## src/hw/rtl/k_stacks_shared_array_defines.svh

```systemverilog
// Assertion helpers used by kss_back.sv.
`ifndef K_STACKS_SHARED_ARRAY_DEFINES_SVH
`define K_STACKS_SHARED_ARRAY_DEFINES_SVH

// Same-cycle implication, checked at every edge outside reset.
`define KSS_ASSERT_IMPL(lbl, clk, rst_n, ante, cons) \
  lbl: assert property (@(posedge clk) disable iff (!rst_n) (ante) |-> (cons)) \
    else $error("kss assertion failed");

// Next-cycle implication, checked at every edge outside reset.
`define KSS_ASSERT_NEXT(lbl, clk, rst_n, ante, cons) \
  lbl: assert property (@(posedge clk) disable iff (!rst_n) (ante) |=> (cons)) \
    else $error("kss assertion failed");

`endif

```

## src/hw/rtl/kss_pkg.sv

```systemverilog
package kss_pkg;

  localparam int SID_W    = 2;
  localparam int VAL_W    = 32;
  localparam int STATUS_W = 2;

  localparam logic MODE_PUSH = 1'b0;
  localparam logic MODE_POP  = 1'b1;

  localparam logic [STATUS_W-1:0] ST_OK        = 2'd0;
  localparam logic [STATUS_W-1:0] ST_OVERFLOW  = 2'd1;
  localparam logic [STATUS_W-1:0] ST_UNDERFLOW = 2'd2;

  // Decoded operation handed from the front queue to the engine.
  typedef struct packed {
    logic             is_pop;
    logic             sid_ok;
    logic [SID_W-1:0] sid;
    logic [VAL_W-1:0] value;
  } cmd_t;

endpackage

```

## src/hw/rtl/kss_front.sv

```systemverilog
module kss_front
  import kss_pkg::*;
#(
  parameter int NUM_STACKS = 4
) (
  input  logic             clk,
  input  logic             rst_n,
  input  logic             in_push,
  output logic             in_full,
  input  logic             in_mode,
  input  logic [SID_W-1:0] in_stack_id,
  input  logic [VAL_W-1:0] in_push_value,
  output logic             cmd_vld,
  input  logic             cmd_take,
  output cmd_t             cmd
);

  cmd_t       q_r [2];
  logic       wptr_r;
  logic       rptr_r;
  logic [1:0] cnt_r;
  logic       wr_en;
  logic       rd_en;
  cmd_t       cmd_in;

  assign in_full = (cnt_r == 2'd2);
  assign cmd_vld = (cnt_r != 2'd0);
  assign wr_en   = in_push && !in_full;
  assign rd_en   = cmd_take && cmd_vld;
  assign cmd     = q_r[rptr_r];

  always_comb begin
    cmd_in.is_pop = (in_mode == MODE_POP);
    cmd_in.sid_ok = (32'(in_stack_id) < NUM_STACKS);
    cmd_in.sid    = in_stack_id;
    cmd_in.value  = in_push_value;
  end

  always_ff @(posedge clk) begin
    if (wr_en) begin
      q_r[wptr_r] <= cmd_in;
    end
  end

  always_ff @(posedge clk) begin
    if (!rst_n) begin
      wptr_r <= 1'b0;
      rptr_r <= 1'b0;
      cnt_r  <= 2'd0;
    end else begin
      if (wr_en) begin
        wptr_r <= ~wptr_r;
      end
      if (rd_en) begin
        rptr_r <= ~rptr_r;
      end
      case ({wr_en, rd_en})
        2'b10:   cnt_r <= cnt_r + 2'd1;
        2'b01:   cnt_r <= cnt_r - 2'd1;
        default: cnt_r <= cnt_r;
      endcase
    end
  end

endmodule

```

## src/hw/rtl/kss_back.sv

```systemverilog
`include "k_stacks_shared_array_defines.svh"

module kss_back
  import kss_pkg::*;
#(
  parameter int DEPTH      = 64,
  parameter int NUM_STACKS = 4,
  parameter int DATA_WIDTH = 32
) (
  input  logic                clk,
  input  logic                rst_n,
  input  logic                cmd_vld,
  output logic                cmd_take,
  input  cmd_t                cmd,
  output logic                out_empty,
  input  logic                out_pop,
  output logic [VAL_W-1:0]    out_pop_value,
  output logic [STATUS_W-1:0] out_status
);

  localparam int PW = $clog2(DEPTH + 1);
  localparam int AW = $clog2(DEPTH);
  localparam int SW = (NUM_STACKS > 1) ? $clog2(NUM_STACKS) : 1;
  localparam int DW = (DATA_WIDTH < VAL_W) ? DATA_WIDTH : VAL_W;
  localparam logic [PW-1:0] NULL_PTR = PW'(DEPTH);

  typedef enum logic [2:0] {
    S_IDLE  = 3'b001,
    S_EXEC  = 3'b010,
    S_POPWR = 3'b100
  } state_t;

  // Storage. Link entries at or above the high-water mark were never
  // written and read as their reset chain value instead.
  logic [PW-1:0] lnk_mem  [DEPTH];
  logic [DW-1:0] data_mem [DEPTH];
  logic [PW-1:0] head_mem [NUM_STACKS];
  logic [NUM_STACKS-1:0] hvld_r;

  state_t        state_r, state_nxt;
  cmd_t          cmd_r;
  logic [PW-1:0] free_head_r, free_head_nxt;
  logic [PW-1:0] hwm_r, hwm_nxt;
  logic [PW-1:0] top_r;
  logic [PW-1:0] head_q_r;
  logic          hvld_q_r;
  logic [PW-1:0] lnk_q_r;
  logic          fresh_q_r;
  logic [PW-1:0] fresh_val_r;
  logic [DW-1:0] data_q_r;

  logic                out_vld_r;
  logic [VAL_W-1:0]    out_value_r;
  logic [STATUS_W-1:0] out_status_r;

  logic [SW+1:0] in_sid_wide;
  logic [SW+1:0] cur_sid_wide;
  logic [SW-1:0] in_idx;
  logic [SW-1:0] cur_idx;
  logic [PW-1:0] head_val;
  logic [PW-1:0] link_val;
  logic          res_ok;

  logic                head_wr_en;
  logic [PW-1:0]       head_wr_data;
  logic                lnk_rd_en;
  logic [PW-1:0]       lnk_rd_ptr;
  logic                lnk_wr_en;
  logic [PW-1:0]       lnk_wr_ptr;
  logic [PW-1:0]       lnk_wr_data;
  logic                data_wr_en;
  logic                res_wr;
  logic [VAL_W-1:0]    res_value;
  logic [STATUS_W-1:0] res_status;
  logic                push_commit;

  assign in_sid_wide  = (SW + 2)'(cmd.sid);
  assign cur_sid_wide = (SW + 2)'(cmd_r.sid);
  assign in_idx       = in_sid_wide[SW-1:0];
  assign cur_idx      = cur_sid_wide[SW-1:0];
  assign head_val     = hvld_q_r ? head_q_r : NULL_PTR;
  assign link_val     = fresh_q_r ? fresh_val_r : lnk_q_r;
  assign res_ok       = !out_vld_r || out_pop;
  assign cmd_take     = state_r[0] && cmd_vld;

  always_comb begin
    state_nxt     = state_r;
    free_head_nxt = free_head_r;
    hwm_nxt       = hwm_r;
    head_wr_en    = 1'b0;
    head_wr_data  = free_head_r;
    lnk_rd_en     = 1'b0;
    lnk_rd_ptr    = free_head_r;
    lnk_wr_en     = 1'b0;
    lnk_wr_ptr    = free_head_r;
    lnk_wr_data   = head_val;
    data_wr_en    = 1'b0;
    res_wr        = 1'b0;
    res_value     = '0;
    res_status    = ST_OK;
    push_commit   = 1'b0;
    unique case (state_r)
      S_IDLE: begin
        if (cmd_vld) begin
          state_nxt = S_EXEC;
          if (!cmd.is_pop && free_head_r != NULL_PTR) begin
            lnk_rd_en = 1'b1;
          end
        end
      end
      S_EXEC: begin
        if (!cmd_r.is_pop) begin
          if (res_ok) begin
            res_wr    = 1'b1;
            state_nxt = S_IDLE;
            if (!cmd_r.sid_ok || free_head_r == NULL_PTR) begin
              res_status = ST_OVERFLOW;
            end else begin
              push_commit   = 1'b1;
              lnk_wr_en     = 1'b1;
              head_wr_en    = 1'b1;
              data_wr_en    = 1'b1;
              free_head_nxt = link_val;
              if (free_head_r == hwm_r) begin
                hwm_nxt = hwm_r + PW'(1);
              end
            end
          end
        end else if (!cmd_r.sid_ok || head_val == NULL_PTR) begin
          if (res_ok) begin
            res_wr     = 1'b1;
            res_status = ST_UNDERFLOW;
            state_nxt  = S_IDLE;
          end
        end else begin
          // The top entry's link and data come back from memory next cycle.
          lnk_rd_en  = 1'b1;
          lnk_rd_ptr = head_val;
          state_nxt  = S_POPWR;
        end
      end
      S_POPWR: begin
        if (res_ok) begin
          res_wr        = 1'b1;
          res_value     = VAL_W'(data_q_r);
          head_wr_en    = 1'b1;
          head_wr_data  = link_val;
          lnk_wr_en     = 1'b1;
          lnk_wr_ptr    = top_r;
          lnk_wr_data   = free_head_r;
          free_head_nxt = top_r;
          state_nxt     = S_IDLE;
        end
      end
      default: state_nxt = S_IDLE;
    endcase
  end

  always_ff @(posedge clk) begin
    if (cmd_take) begin
      cmd_r    <= cmd;
      head_q_r <= head_mem[in_idx];
    end
    if (head_wr_en) begin
      head_mem[cur_idx] <= head_wr_data;
    end
  end

  always_ff @(posedge clk) begin
    if (lnk_rd_en) begin
      lnk_q_r     <= lnk_mem[lnk_rd_ptr[AW-1:0]];
      data_q_r    <= data_mem[lnk_rd_ptr[AW-1:0]];
      fresh_q_r   <= (lnk_rd_ptr >= hwm_r);
      fresh_val_r <= lnk_rd_ptr + PW'(1);
      top_r       <= lnk_rd_ptr;
    end
    if (lnk_wr_en) begin
      lnk_mem[lnk_wr_ptr[AW-1:0]] <= lnk_wr_data;
    end
    if (data_wr_en) begin
      data_mem[free_head_r[AW-1:0]] <= cmd_r.value[DW-1:0];
    end
  end

  always_ff @(posedge clk) begin
    if (!rst_n) begin
      state_r     <= S_IDLE;
      free_head_r <= '0;
      hwm_r       <= '0;
      hvld_r      <= '0;
      hvld_q_r    <= 1'b0;
      out_vld_r   <= 1'b0;
    end else begin
      state_r     <= state_nxt;
      free_head_r <= free_head_nxt;
      hwm_r       <= hwm_nxt;
      if (head_wr_en) begin
        hvld_r[cur_idx] <= 1'b1;
      end
      if (cmd_take) begin
        hvld_q_r <= hvld_r[in_idx];
      end
      if (res_wr) begin
        out_vld_r <= 1'b1;
      end else if (out_pop) begin
        out_vld_r <= 1'b0;
      end
    end
  end

  always_ff @(posedge clk) begin
    if (res_wr) begin
      out_value_r  <= res_value;
      out_status_r <= res_status;
    end
  end

  assign out_empty     = !out_vld_r;
  assign out_pop_value = out_value_r;
  assign out_status    = out_status_r;

  `KSS_ASSERT_IMPL(a_res_slot_free, clk, rst_n, res_wr && out_vld_r, out_pop)
  `KSS_ASSERT_IMPL(a_free_below_hwm, clk, rst_n, free_head_r != NULL_PTR, free_head_r <= hwm_r)
  `KSS_ASSERT_NEXT(a_push_moves_free, clk, rst_n, push_commit, free_head_r != $past(free_head_r))
  `KSS_ASSERT_IMPL(a_take_only_idle, clk, rst_n, state_r != S_IDLE, !res_wr || !cmd_take)

endmodule

```

## src/hw/rtl/k_stacks_shared_array.sv

```systemverilog
// Steps: taking an item reads its stack top; a push or an empty-stack pop then writes
// its result from S_EXEC, any other pop reads the top entry's link and data first and
// writes its result from S_POPWR. A full result slot stalls either write.
// Flow: a new item is taken only in S_IDLE, after the last result; two items queue ahead.
// Reset: synchronous, active low; stack tops use valid bits and the link
// store a high-water mark, so there is no clearing pass and items are taken at once.
module k_stacks_shared_array
  import kss_pkg::*;
#(
  parameter int DEPTH      = 64,
  parameter int NUM_STACKS = 4,
  parameter int DATA_WIDTH = 32
) (
  input  logic                clk,
  input  logic                rst_n,
  input  logic                in_push,
  output logic                in_full,
  input  logic                in_mode,
  input  logic [SID_W-1:0]    in_stack_id,
  input  logic [VAL_W-1:0]    in_push_value,
  output logic                out_empty,
  input  logic                out_pop,
  output logic [VAL_W-1:0]    out_pop_value,
  output logic [STATUS_W-1:0] out_status
);

  logic cmd_vld;
  logic cmd_take;
  cmd_t cmd;

  kss_front #(
    .NUM_STACKS(NUM_STACKS)
  ) u_front (
    .clk          (clk),
    .rst_n        (rst_n),
    .in_push      (in_push),
    .in_full      (in_full),
    .in_mode      (in_mode),
    .in_stack_id  (in_stack_id),
    .in_push_value(in_push_value),
    .cmd_vld      (cmd_vld),
    .cmd_take     (cmd_take),
    .cmd          (cmd)
  );

  kss_back #(
    .DEPTH     (DEPTH),
    .NUM_STACKS(NUM_STACKS),
    .DATA_WIDTH(DATA_WIDTH)
  ) u_back (
    .clk          (clk),
    .rst_n        (rst_n),
    .cmd_vld      (cmd_vld),
    .cmd_take     (cmd_take),
    .cmd          (cmd),
    .out_empty    (out_empty),
    .out_pop      (out_pop),
    .out_pop_value(out_pop_value),
    .out_status   (out_status)
  );

endmodule

```

## config.mk

```make
export PLATFORM = sky130hd
export DESIGN_NAME = k_stacks_shared_array
export DESIGN_NICKNAME = d
export VERILOG_FILES = /design/src/hw/rtl/kss_pkg.sv /design/src/hw/rtl/kss_front.sv /design/src/hw/rtl/kss_back.sv /design/src/hw/rtl/k_stacks_shared_array.sv
export VERILOG_INCLUDE_DIRS = /design/src /design/src/hw/rtl
export SDC_FILE = /design/constraint.sdc
export NUM_CORES = 2
export LEC_CHECK = 0
export BUFFER_PORTS_ARGS = -buffer_cell sky130_fd_sc_hd__buf_4
export CORE_MARGIN = 5
export CORE_UTILIZATION = 40
export CTS_CLUSTER_SIZE = 24
export DETAILED_ROUTE_END_ITERATION = 12
export HOLD_SLACK_MARGIN = 0.15
export SLEW_MARGIN = 30
export SYNTH_ARGS = -nofsm -noshare
export SYNTH_HDL_FRONTEND = slang
export SYNTH_SLANG_ARGS = --single-unit
export TNS_END_PERCENT = 100
```

## constraint.sdc

```tcl
create_clock -name clk -period 5.7 [get_ports clk]
set_clock_uncertainty 0.2 [all_clocks]
set_input_delay 0 -clock clk [delete_from_list [all_inputs] [get_ports clk]]
set_output_delay 0 -clock clk [all_outputs]
set_load 0.01 [all_outputs]
```

After elaboration in Yosys (flattened, before gate mapping)
Memory sizes are Yosys's and may differ from the RTL's. A register that Yosys moved wholly into a read port is not among the register bits.
Cells that the tools add are included.
W data, S select, Z words.

cells by class
  add/sub/neg operators = 4
  magnitude comparators = 4
  eq/ne operators = 14
  multiplexer cells = 54
  bitwise gates (word level) = 5
  reductions and logical operators = 19

operators by type and width
  kind                   count
  $mux W7                13
  $mux W1                24
  $add A7 B1 Y7 const B  2
  $eq A7 B7 Y1 const B   2
  $pmux W7 S2            1
  $mux W3                4
  $pmux W3 S3            1
  $mux W2                4
  $reduce_bool A2 Y1     4
  $eq A7 B7 Y1           1
  $ge A7 B7 Y1           1
  $ne A7 B7 Y1 const B   1
  $lt A2 B3 Y1 const B   2
  $mux W6                1
  $pmux W1 S2            3
  $logic_and A1 B1 Y1    5
  $reduce_and A5 Y1      1
  $eq A2 B2 Y1 const B   2
  $logic_not A1 Y1       4
  $ne A2 B1 Y1 const B   2
  $ne A2 B2 Y1 const B   2
  $not A1 Y1             4
  $or A4 B4 Y4           1
  $pmux W2 S2            1
  other kinds (12)       14

word-level totals
  register bits after elaboration = 112
  bits in writable memories = 2,594
  bits of input ports = 39
  output and inout port bits = 36
  word-level logic and storage cells = 122
  memories = 4

memories
  memory           depth  bits a word  read ports  clocked after Yosys merged registers in  wr ports  RTL line         source
  u_back.data_mem  64     32           1           1                                        1         kss_back.sv:36   logic [DW-1:0] data_mem [DEPTH];
  u_back.lnk_mem   64     7            1           1                                        1         kss_back.sv:35   logic [PW-1:0] lnk_mem [DEPTH];
  u_front.q_r      2      35           1           1                                        1         kss_front.sv:18  cmd_t q_r [2];
  u_back.head_mem  4      7            1           1                                        1         kss_back.sv:37   logic [PW-1:0] head_mem [NUM_STACKS];

Logic depth before layout (Yosys ltp)
  depth in word-level cells = 8
  mapped depth = 19
  mapped depth without buffers = 12

Hierarchy
A second synthesis with hierarchy kept.

second synthesis, totals
  cell total of the unflattened synthesis = 7,360
  area total of the unflattened synthesis = 106,285.7 µm²

modules (own cells, without submodules)
  module     instances  cells an instance  area each (µm²)  sequential area each (µm²)
  kss_back   1          7,223              103,519.3        80,186.9
  kss_front  1          137                2,766.4          2,202.1

Least setup slack after synthesis
OpenSTA, ideal clock, no wires.

  path kind = reg-to-reg
  start point = register u_back.out_vld_r
  end point = memory u_back.lnk_mem[0][0] (netlist name), data pin
  library setup time = 702 ps
  arrival = 3,822 ps
  data required time = 4,798 ps
  slack = 976 ps
  cell stages (with the launch flop) = 7
  buffers on the path = 3
  period minus slack after synthesis = 4,724 ps
  path through = dfxtp_1 -> nor2b_1 -> clkbuf_1 -> or2_0 -> clkbuf_1 -> clkbuf_1 -> o21ai_0

between the ends
  cells in the longest elaborated chain, start to end = 4

RTL lines
  element                    RTL line         source
  from (decl)                kss_back.sv:52   logic out_vld_r;
  from (signal assigned)     kss_back.sv:192  out_vld_r <= 1'b0;
  from (signal assigned)     kss_back.sv:204  out_vld_r <= 1'b1;
  from (signal assigned)     kss_back.sv:206  out_vld_r <= 1'b0;
  $logic_not A1 Y1           kss_back.sv:83   assign res_ok = !out_vld_r || out_pop;
  $logic_or A1 B1 Y1         kss_back.sv:83
  $mux W7                    kss_back.sv:143  if (res_ok) begin
  $mux W7                    kss_back.sv:102  unique case (state_r)
  net u_back.lnk_wr_data[0]  kss_back.sv:70   logic [PW-1:0] lnk_wr_data;
  to (decl)                  kss_back.sv:35

The timed path passes the listed nets, and every way through them passes these cells.

Worst setup path in the final report
  start point = register u_back.head_q_r[3], read port of u_back.head_mem
  end point = register u_back.data_q_r[11], read port of u_back.data_mem, data pin

between the ends
  cells in the longest elaborated chain, start to end = 6
  elaborated cells on any way between the ends = 9
  classes of those cells = 1 x eq/ne; 7 x mux; 1 x reduce/logical

RTL lines
  element                                        RTL line         source
  from (decl)                                    kss_back.sv:45   logic [PW-1:0] head_q_r;
  $mux W7 (*)                                    kss_back.sv:81   assign head_val = hvld_q_r ? head_q_r : NULL_PTR;
  $eq A7 B7 Y1                                   kss_back.sv:129  end else if (!cmd_r.sid_ok || head_val == NULL_PTR) begin
  $logic_or A1 B1 Y1                             kss_back.sv:129
  $mux W1 / $mux W7 (equally long branches)      kss_back.sv:129
  $mux W1 / $mux W7 (equally long branches)      kss_back.sv:112  if (!cmd_r.is_pop) begin
  $pmux W1 S2 / $mux W7 (equally long branches)  kss_back.sv:102
  to (decl)                                      kss_back.sv:50   logic [DW-1:0] data_q_r;

Mark *: on every way between the ends. The rest lies on a longest branch, timed or not.
A chain may end at the register's enable or synchronous reset.

==> implementation parameters <==
Parameter                              Value

Setup path
  Internal reg-to-reg setup slack ... 0.67 ns
  Data required, critical path ... 6.09 ns
  Startpoint of the worst register-to-register path ... u_back.head_q_r[3]$_DFFE_PP_
  Critical Path, Cell by Cell ... or4b_1 > o32a_1 > and2_4 > inv_8 > buf_12 > nand3_1 > a21oi_1 > o31ai_1 > a32o_1
  FF-to-FF End ... u_back.data_q_r[11]$_DFFE_PP_
  Max FO, Critical Path ... 90
  Worst Reg2Reg Path Length in Cells ... 9
  Startpoint type of the worst setup path ... register
  Signal arrival time at the worst endpoint ... ~5.4 ns
  Endpoint type of the worst setup path ... register
  Crit path max-delay cell type ... sky130_fd_sc_hd__a21oi_1
  Worst path max stage delay ... 0.87 ns
  CP Class ... reg2reg

Power
  Cell Pwr Density ... approximately 380 nW/um^2
  IR Drop Worst-Case VDD ... roughly 0.38 mV
  Pwr Total ... ~47 mW
  Leakage power summed over all cells ... 41.18 nW

Clock network
  Post-cts sizing count ... 0
  Longest Clk Path Bufs ... 4
  Number of buffers inserted by post-CTS setup repair ... 0
  Root Buffer Master ... sky130_fd_sc_hd__clkbuf_16
  Count of H-tree levels built during CTS ... 5
  Clock-pin transition on the worst setup and hold timing paths ... ~0.060 ns
  Number of sinks handled by clock tree synthesis ... 2752
  Clock tree from TritonCTS ... done
  Insertion delay of the later-clocked pin in the worst-skew pair ... 0.87 ns
  Number of buffers added by the clock tree synthesis step ... 277

Hold path
  Hold path endpoint ... u_back.hvld_r[0]$_SDFFE_PN0P_
  Worst min-delay path class ... in2reg
  Hold Path Stages ... 4
  Hold path start ... rst_n

Timing
  Number of failing setup endpoints in the final timing report ... 0
  Final number of max-transition violations ... 0
  Measured slew at the worst slew-check pin ... about 1.1 ns
  Hold slack final ... 0.1310 ns
  Time the final worst path needs with I/O delays and setup ... about 5 ns
  Fraction of the cycle the final worst path needs ... between 80 and 90%
  Accumulated negative setup slack ... 0 ns
  Final Hold Violating Endpoints ... 0
  Worst max-slew margin expressed relative to the limit ... 27.55%
  RSZ-0062 raised after global routing ... false
  Maximum clock rate ... a little under 200 MHz

Logic synthesis
  Synthesized instance count ... 7982
  Post-synthesis sequential area ratio ... between 70 and 80%
  Biggest area contributors in the synthesized netlist ... sky130_fd_sc_hd__edfxtp_1 (75%), sky130_fd_sc_hd__nand2_1 (7.6%), sky130_fd_sc_hd__nand3_1 (4.1%), sky130_fd_sc_hd__mux2i_1 (1.8%), sky130_fd_sc_hd__buf_2 (1.1%)
  Most frequent cell after synthesis ... sky130_fd_sc_hd__edfxtp_1
  Number of synthesized flops with an enable pin ... approximately 2700
  Number of synthesized register bits ... 2752
  Netlist cell types ... between 70 and 80
  Post-Syn Area ... around 110000 sq um
  Mapped Avg Cell Area ... about 14 sq um
  Library cell with the largest summed area after synthesis ... sky130_fd_sc_hd__edfxtp_1
  Post-synth ARST share ... 0%
  Synth Net Count ... ~8000
  Area fraction of the dominant cell type after synthesis ... 75.35%
  Synth Flop Type ... sky130_fd_sc_hd__edfxtp_1
  Synth warn ... 0
  Most frequent cells after synthesis ... sky130_fd_sc_hd__edfxtp_1 (2724), sky130_fd_sc_hd__nand2_1 (2208), sky130_fd_sc_hd__nand3_1 (900)

Finish
  Count of placed standard cells in the final layout, fillers left out ... roughly 12000
  Area growth from synthesis to final layout ... 14.18%
  Total area of multi-input combinational cells ... between 20000 and 25000 sq um
  Fraction of layout instances using a drive strength above 1 ... 10.51%
  Sequential cell area ... 82360 sq um
  Filler cells ... between 20000 and 25000
  Number of nets in the finished design ... between 8000 and 9000
  Fraction of the core area covered by cells at the end of the flow ... 45.82%

Global routing
  Total congestion overflow ... 0
  Via count of the first global-routing pass ... ~66000
  Maximum number of pins on one net before global-route repair ... ~130
  Total Routing Usage GR ... 23.31%
  Global-route wire length before repair ... approximately 480000 um
  Initial antenna violation count ... 15

Floorplan
  Die boundary height ... around 530 um
  Die span in x ... approximately 530 um
  Placement Rows ... 191
  Initial core utilization ... between 40% and 50%
  Area inside the core boundary ... 270500 sq um
  Total Die Area ... between 200000 and 300000 sq um
  # IOs ... 75

Detailed routing
  Vias/cell ... 5.827
  First DRT Iteration DRCs ... ~9600
  Remaining antenna violation count after routing ... 0
  Number of detailed-routing iterations run before antenna repair ... 6
  Via count ... 69680
  Routed wire length per instance ... between 20 and 30 um
  Total Routed Length ... 337200 um
  Residual DRC ... 0

Place
  Number of buffers added on ports ... 74
  DP Wirelength ... ~190000 um
  Dpl cells ... approximately 11000
  Weighted congestion reported at the end of routability-driven placement ... between 0.9 and 1

Flow run
  Max Cap Viol ... 0

Status
  Run status ... finished clean
worst max-delay path: cells and delay by family, from the launching register on:
kind | cells | cell delay (ns)
AND/OR/NAND/NOR | 3 | 1.27
buffers and inverters | 2 | 0.91
flip-flops | 1 | 0.45
AO/OA/AOI/OAI | 4 | 1.69
cell usage in the layout, fill, tap and decap left out, types with 41 or more instances in the layout:
cell	count
sky130_fd_sc_hd__nand2_1	2200
sky130_fd_sc_hd__clkbuf_1	60
sky130_fd_sc_hd__clkinv_1	53
sky130_fd_sc_hd__and3_1	86
sky130_fd_sc_hd__o21ai_0	94
sky130_fd_sc_hd__a311oi_1	75
sky130_fd_sc_hd__buf_4	303
sky130_fd_sc_hd__nor2_1	154
sky130_fd_sc_hd__clkinv_2	44
sky130_fd_sc_hd__a32o_1	47
sky130_fd_sc_hd__nor2_4	72
sky130_fd_sc_hd__nand3_1	899
sky130_fd_sc_hd__buf_12	45
sky130_fd_sc_hd__dlygate4sd3_1	75
sky130_fd_sc_hd__edfxtp_1	2724
sky130_fd_sc_hd__mux2i_1	197
sky130_fd_sc_hd__a21oi_1	157
sky130_fd_sc_hd__and2_1	49
sky130_fd_sc_hd__a32oi_1	41
sky130_fd_sc_hd__clkbuf_16	282
sky130_fd_sc_hd__a31oi_1	185
repair_timing:
item	in CTS	in global routing
hold endpoints to repair	186	0
endpoints found under the setup margin	0	0
hold buffers	76	0
how the worst max path moves through the flow:
stage	slack, ns	start	endpoint	cells after the start
global route	0.58	u_back.head_q_r[3]$_DFFE_PP_	u_back.data_q_r[27]$_DFFE_PP_	12
detailed placement	0.79	u_back.head_q_r[3]$_DFFE_PP_	u_back.data_q_r[11]$_DFFE_PP_	9
CTS	0.77	u_back.head_q_r[3]$_DFFE_PP_	u_back.data_q_r[11]$_DFFE_PP_	9
finish	0.67	u_back.head_q_r[3]$_DFFE_PP_	u_back.data_q_r[11]$_DFFE_PP_	9
global placement	0.76	u_back.head_q_r[3]$_DFFE_PP_	u_back.data_q_r[11]$_DFFE_PP_	9
floorplan	0.98	u_back.out_vld_r$_SDFFE_PN0P_	u_back.lnk_mem[0][0]$_DFFE_PP_	6
power breakdown:
group | leakage (nW) | switching, mW | internal [mW] | total, mW
registers | 24.9 | 0.286 | 24.7 | 24.9
logic | 12.2 | 3.75 | 0.776 | 4.53
clock network | 4.13 | 7.69 | 9.80 | 17.5
registers in the layout (all words and copies together) (netlist names), 7 cells and up, named ones only:
| register | flops |
|---|---|
| u_front.q_r | 70 |
| u_back.hwm_r | 7 |
| u_back.head_q_r | 7 |
| u_back.data_mem | 2048 |
| u_back.data_q_r | 32 |
| u_back.head_mem | 28 |
| u_back.lnk_mem | 448 |
| u_back.top_r | 7 |
| u_back.free_head_r | 7 |
| u_back.fresh_val_r | 7 |
| u_back.out_pop_value | 32 |
| u_back.cmd_r | 33 |
| u_back.lnk_q_r | 7 |
per-stage QoR:
stage | worst slack (ns) | instance area, sq um
floorplan | 0.9758 | 108600
global placement | 0.7634 | 114600
CTS | 0.7710 | 123900
finish | 0.6669 | 124000
detailed placement | 0.7936 | 114700
global route | 0.5790 | 123900
layout make-up:
type                    count  share of cell area (%)
inverters                  42                  0.1474
well taps                3570                   3.603
diodes                     10                 0.02019
clock buffers             342                   5.875
flip-flops and latches   2752                   66.44
multi-input cells        4676                   19.75
clock inverters           140                  0.9629
repair buffers            427                   3.202
logic make-up (layout without fill, tap and decap cells):
logic type / after synthesis / count (layout) / share of synthesized area [%]
flip-flops: 2752 / 2752 / 75.86
adder cells (fa/ha/maj): 9 / 9 / 0.1037
XOR/XNOR: 21 / 21 / 0.1694
AO/OA/AOI/OAI: 826 / 826 / 5.269
other: 0 / 10 / 0
multiplexers: 241 / 241 / 2.366
AND/OR/NAND/NOR: 3579 / 3579 / 14.01
buffers and inverters: 554 / 951 / 2.220
layer usage:
layer | global-route usage [%] | up-vias | routed length [um]
met4 | 8.028 | 8 | 12270
met5 | 0 | - | 51
met2 | 36.66 | 4021 | 155600
met3 | 4.261 | 607 | 34310
met1 | 32.80 | 35120 | 134900
li1 | - | 29930 | -
Power figures use the tool's default switching activity.
